**src/hdl/icdf_delay.sv**
```systemverilog
`timescale 1ns / 1ps
// ----------------------------------------------------------------------------
// icdf_delay
// Enabled shift line that keeps side data aligned with the arithmetic stages.
// ----------------------------------------------------------------------------
module icdf_delay #(
   parameter int WIDTH = 64,
   parameter int DEPTH = 3
) (
   input  logic             clock,
   input  logic             en,
   input  logic [WIDTH-1:0] din,
   output logic [WIDTH-1:0] dout
);
   logic [WIDTH-1:0] pipe_ff [DEPTH];

   // shift on advance
   always_ff @(posedge clock) begin
      if (en) begin
         pipe_ff[0] <= din;
         for (int i = 1; i < DEPTH; i++) begin
            pipe_ff[i] <= pipe_ff[i-1];
         end
      end
   end

   assign dout = pipe_ff[DEPTH-1];

endmodule

```
**config.mk**
```make
export PLATFORM = sky130hd
export DESIGN_NAME = icdf_delay
export DESIGN_NICKNAME = d
export VERILOG_FILES = /design/src/hdl/icdf_delay.sv
export SDC_FILE = /design/constraint.sdc
export NUM_CORES = 1
export LEC_CHECK = 0
export BUFFER_PORTS_ARGS = -buffer_cell sky130_fd_sc_hd__buf_2
export CAP_MARGIN = 20
export CORE_MARGIN = 5
export CORE_UTILIZATION = 45
export CTS_CLUSTER_DIAMETER = 60
export CTS_CLUSTER_SIZE = 8
export DETAILED_ROUTE_END_ITERATION = 8
export PLACE_DENSITY = 0.7
export SYNTH_ARGS = -nofsm -noshare
export SYNTH_HDL_FRONTEND = slang
export SYNTH_SLANG_ARGS = --single-unit
```
**constraint.sdc**
```tcl
create_clock -name clock -period 0.8 [get_ports clock]
set_input_delay 0.04 -clock clock [delete_from_list [all_inputs] [get_ports clock]]
set_output_delay 0.04 -clock clock [all_outputs]
set_load 0.01 [all_outputs]
```
* Word-level counts from Yosys, hierarchy flattened *
Memory sizes are Yosys's and may differ from the RTL's.
Index checks and enable logic that the tools add are counted.

word-level totals
  bits in registers = 0
  bits in writable memories = 192
  output and inout port bits = 64
  logic and storage cells = 3
  memories kept = 1

cells by class
  multiplexer cells = 2

memory list
  name     depth  bits a word  read ports  clocked after Yosys merged registers in  write ports  line  text
  pipe_ff  3      64           3           0                                        3            15    logic [WIDTH-1:0] pipe_ff [DEPTH];

operators with widths
  kind              number
  2-to-1 mux 1 bit  2

* Logic depth before layout (Yosys ltp) *
  depth in word-level cells = 2
  depth in mapped cells = 1
  depth with buffers taken out = 0

* Worst setup path before layout *
Ideal clock, no wire load.

  path type = flip-flop to flip-flop
  start point = memory pipe_ff[0][36]
  end point = memory pipe_ff[1][36] (netlist: pipe_ff[0][100]) (data pin)
  data arrival time = 0.323 ns
  required time = 0.534 ns
  setup slack = 0.211 ns
  cell stages (with the launch flop) = 1
  path buffers = 0
  cells stage by stage = edfxtp_1

RTL lines
  item         line
  from (decl)  15

==> flow_results.xml <==
<?xml version="1.0" encoding="UTF-8"?>
<metrics>
  <group name="placed_design">
    <metric name="placed_cells" unit="">509</metric>
    <metric name="dp_hpwl" unit="microns">5520</metric>
    <metric name="dpl-instance-area" unit="sq um">6740</metric>
    <metric name="place.port_buffers" unit="">129</metric>
    <metric name="place_ws" unit="ns">-0.0405</metric>
    <metric name="gp_congestion" unit="">0.714</metric>
  </group>
  <group name="yosys">
    <metric name="ys_top_cells_by_area" unit="">sky130_fd_sc_hd__edfxtp_1 92%, sky130_fd_sc_hd__buf_4 7.7%</metric>
    <metric name="yosysWarningCount" unit="">0</metric>
    <metric name="synth-seq-area-share" unit="%">92.3</metric>
    <metric name="number_of_enable_type_register_cells_in_the_synthesized_netlist" unit="">192</metric>
    <metric name="post_synth_top_flop" unit="">sky130_fd_sc_hd__edfxtp_1</metric>
    <metric name="synth_area" unit="sq um">6250</metric>
    <metric name="synth-seq-cells" unit="">192</metric>
    <metric name="netlist_top_cells_count" unit="">192 x sky130_fd_sc_hd__edfxtp_1, 64 x sky130_fd_sc_hd__buf_4</metric>
    <metric name="synthDominantAreaCellType" unit="">sky130_fd_sc_hd__edfxtp_1</metric>
    <metric name="post_synth.cell_area_avg" unit="sq um">24.4</metric>
    <metric name="syn-num-nets" unit="">322</metric>
    <metric name="post-synth-top-count-cell" unit="">sky130_fd_sc_hd__edfxtp_1</metric>
    <metric name="netlist_instances" unit="">256</metric>
    <metric name="yosysTopAreaCellShare" unit="%">92.3</metric>
    <metric name="async_flop_share" unit="%">0</metric>
    <metric name="synth_cell_types" unit="">2</metric>
  </group>
  <group name="run_status">
    <metric name="failed_checks" unit="">negative setup slack</metric>
    <metric name="status" unit="">finished with violations</metric>
  </group>
  <group name="global_route">
    <metric name="grt_use_total" unit="%">11.6</metric>
    <metric name="grt_busiest_layer" unit="">met2</metric>
    <metric name="grtUsageMet2" unit="%">18.5</metric>
    <metric name="grt_antenna_before_repair" unit="">0</metric>
    <metric name="grtUsageMet1" unit="%">14.5</metric>
    <metric name="grt.met3_usage" unit="%">4.29</metric>
    <metric name="vias_in_the_first_global_route" unit="">2700</metric>
    <metric name="grt_start_max_net_pins" unit="">48</metric>
    <metric name="grt_first_pass_wirelength" unit="microns">14000</metric>
    <metric name="grt_overflow" unit="">0</metric>
  </group>
  <group name="critical_path">
    <metric name="critical_path.startpoint" unit="">pipe_ff[0][143]</metric>
    <metric name="worst_setup_path_endpoint" unit="">dout[15]</metric>
    <metric name="rrSetupSlack" unit="ns">0.14</metric>
    <metric name="worstPathCellList" unit="">buf_2</metric>
    <metric name="crit_buf_inv" unit="">1</metric>
    <metric name="cp_max_fo" unit="">1</metric>
    <metric name="timing.critical_path.slowest_cell_delay" unit="ns">0.41</metric>
    <metric name="crit_path_end_kind" unit="">primary output</metric>
    <metric name="critical_path_arrival" unit="ns">0.99</metric>
    <metric name="reg2reg_from" unit="">pipe_ff[0][54]</metric>
    <metric name="worst_path_max_delay_cell" unit="">sky130_fd_sc_hd__edfxtp_1</metric>
    <metric name="terminus_of_the_critical_flop_to_flop_path" unit="">pipe_ff[0][118]</metric>
    <metric name="path_delay_family" unit="">flip-flops</metric>
    <metric name="crit_cells" unit="">1</metric>
    <metric name="worstRegToRegCells" unit="">0</metric>
    <metric name="timing.setup.critical_path_class" unit="">reg -&gt; out</metric>
    <metric name="cp_startpoint_kind" unit="">flop</metric>
    <metric name="critical_path_required" unit="ns">0.76</metric>
  </group>
  <group name="pwr">
    <metric name="vdd_ir_drop_max" unit="mV">1.50</metric>
    <metric name="p_switching" unit="mW">4.05</metric>
    <metric name="power.static_leakage" unit="nW">2.98</metric>
    <metric name="clock_power_share" unit="%">38.1</metric>
    <metric name="pwr-share-seq" unit="%">57.4</metric>
    <metric name="power-per-cell-area" unit="nW/um^2">2640</metric>
    <metric name="power.combinational.fraction" unit="%">4.5</metric>
    <metric name="post-layout-total-power" unit="mW">21.0</metric>
    <metric name="power_switching_share" unit="%">19.3</metric>
    <metric name="internal_power" unit="mW">17.0</metric>
  </group>
  <group name="flow_run">
    <metric name="timing.max_cap.violations" unit="">0</metric>
  </group>
  <group name="final_layout">
    <metric name="antenna_cell_count" unit="">0</metric>
    <metric name="fill_cells" unit="">1022</metric>
    <metric name="number_of_flip_flops_in_the_largest_register" unit="">192</metric>
    <metric name="synthToLayoutAreaGrowth" unit="%">27.7</metric>
    <metric name="num-multi-input-gates" unit="">0</metric>
    <metric name="layout_top_registers" unit="">pipe_ff: 192 flops</metric>
    <metric name="area.sequential" unit="sq um">5770</metric>
    <metric name="number_of_nets_in_the_layout" unit="">479</metric>
    <metric name="final_layout_size_suffix_gt1_share" unit="%">38.7</metric>
    <metric name="top_register" unit="">pipe_ff</metric>
    <metric name="multi_input_comb_area" unit="sq um">0</metric>
    <metric name="final_design_area_no_fill" unit="sq um">7980</metric>
    <metric name="finalNonFillerCells" unit="">606</metric>
  </group>
  <group name="floorplanning">
    <metric name="initial_utilization" unit="%">45.5</metric>
    <metric name="die_h" unit="microns">128</metric>
    <metric name="die_area" unit="sq um">16300</metric>
    <metric name="placement_rows" unit="">43</metric>
    <metric name="boundaryPins" unit="">130</metric>
    <metric name="die-width" unit="microns">128</metric>
    <metric name="floorplan.core_area" unit="sq um">13700</metric>
  </group>
  <group name="clock_network">
    <metric name="clkTransAtPathRegs" unit="ns">0.06</metric>
    <metric name="worst_skew_pair.late_latency" unit="ns">0.41</metric>
    <metric name="clock_tree.htree_level_count" unit="">4</metric>
    <metric name="cts_buffer_depth" unit="">2</metric>
    <metric name="cts_tree" unit="">yes</metric>
    <metric name="cts_made_buffers" unit="">17</metric>
    <metric name="root_buffer" unit="">sky130_fd_sc_hd__clkbuf_16</metric>
    <metric name="cts.repair_timing.setup_buffer_count" unit="">0</metric>
    <metric name="clock_sinks" unit="">192</metric>
  </group>
  <group name="detailed_routing">
    <metric name="drt_pre_antenna_iters" unit="">4</metric>
    <metric name="routed_via_density" unit="">4.28</metric>
    <metric name="num_vias" unit="">2592</metric>
    <metric name="antenna_left" unit="">0</metric>
    <metric name="route.detailed.drc" unit="">0</metric>
    <metric name="drt_wl_total" unit="microns">9070</metric>
    <metric name="avgRoutedWirePerCell" unit="microns">15.0</metric>
    <metric name="drt_iter0_markers" unit="">203</metric>
  </group>
  <group name="sta">
    <metric name="fmaxAchievable" unit="MHz">974</metric>
    <metric name="rsz_0062_raised_after_global_routing" unit="">yes</metric>
    <metric name="clock-skew-final" unit="ns">0.00667</metric>
    <metric name="worst_slew_pin_slew" unit="ns">0.239</metric>
    <metric name="final.min_clock_period" unit="ns">1.03</metric>
    <metric name="postLayoutSetupSlackWorst" unit="ns">-0.226</metric>
    <metric name="post-route-period-util" unit="%">128</metric>
    <metric name="worst_slew_margin_rel" unit="%">84.1</metric>
    <metric name="tns" unit="ns">-10.67</metric>
    <metric name="hold_violation_total_from_the_final_report" unit="">0</metric>
    <metric name="timing.final.max_slew_violations" unit="">0</metric>
    <metric name="setup-violations-final" unit="">64</metric>
  </group>
  <group name="worst_hold_path">
    <metric name="tightest_hold_check_type" unit="">in -&gt; reg</metric>
  </group>
</metrics>
routing by layer:
| metal | up-vias | share of wire, % | routed length, microns |
|---|---|---|---|
| met5 | - | 0 | 0 |
| met4 | 0 | 1.8 | 159 |
| met3 | 13 | 7.6 | 692 |
| met2 | 102 | 50 | 4500 |
| met1 | 1247 | 41 | 3720 |
| li1 | 1230 | - | - |
cell type report:
| type | instances | share of cell area (%) |
|---|---|---|
| clock buffers | 18 | 5.38 |
| clock inverters | 14 | 1.77 |
| flip-flops and latches | 192 | 72.3 |
| well taps | 180 | 2.82 |
| repair buffers | 202 | 17.7 |
logic make-up (layout without fill, tap and decap cells):
group	after synthesis	in the layout	synth area share, %
buffers and inverters	64	234	7.69
flip-flops	192	192	92.3
per-stage QoR:
step	hold WS, ns	util (%)
2_1_floorplan	0.139	-
3_3_place_gp	0.216	49.1
3_5_place_dp	0.218	49.1
4_1_cts	0.124	58.0
5_1_grt	0.134	58.1
6_report	0.132	58.1
how the worst min path moves through the flow:
| stage | start | to | slack [ns] | cells after the start |
|---|---|---|---|---|
| after floorplan | din[0] | pipe_ff[0][0] | 0.14 | 0 |
| after global placement | din[60] | pipe_ff[0][60] | 0.22 | 1 |
| after detailed placement | din[22] | pipe_ff[0][22] | 0.22 | 1 |
| after CTS | en | pipe_ff[0][114] | 0.12 | 2 |
| after global routing | en | pipe_ff[0][114] | 0.13 | 2 |
| final | en | pipe_ff[0][114] | 0.13 | 2 |
power groups by stage:
stage / clock network (mW) / registers, mW / logic, mW
floorplan: 0 / 12.2 / 0.366
global placement: 0 / 12.2 / 0.688
detailed placement: 0 / 12.3 / 0.713
CTS: 8.21 / 12.1 / 0.958
global route: 8.65 / 12.1 / 1.03
finish: 8.01 / 12.1 / 0.954
repair_timing:
| item | CTS | global route |
|---|---|---|
| hold buffers | 65 | 0 |
| setup endpoints to repair | 64 | 64 |
| endpoints found under the hold margin | 65 | 0 |
| gates resized for setup | 0 | 2 |
layout by cell type (no fill, tap or decap):
cell / netlist / final
sky130_fd_sc_hd__buf_12: 0 / 3
sky130_fd_sc_hd__buf_2: 0 / 126
sky130_fd_sc_hd__buf_4: 64 / 5
sky130_fd_sc_hd__buf_6: 0 / 2
sky130_fd_sc_hd__bufinv_16: 0 / 2
sky130_fd_sc_hd__clkbuf_1: 0 / 1
sky130_fd_sc_hd__clkbuf_16: 0 / 17
sky130_fd_sc_hd__clkbuf_8: 0 / 1
sky130_fd_sc_hd__clkinv_1: 0 / 3
sky130_fd_sc_hd__clkinv_2: 0 / 1
sky130_fd_sc_hd__clkinv_4: 0 / 2
sky130_fd_sc_hd__clkinvlp_4: 0 / 4
sky130_fd_sc_hd__dlygate4sd3_1: 0 / 65
sky130_fd_sc_hd__edfxtp_1: 192 / 192
sky130_fd_sc_hd__inv_6: 0 / 2
(Power assumes the default switching activity.)
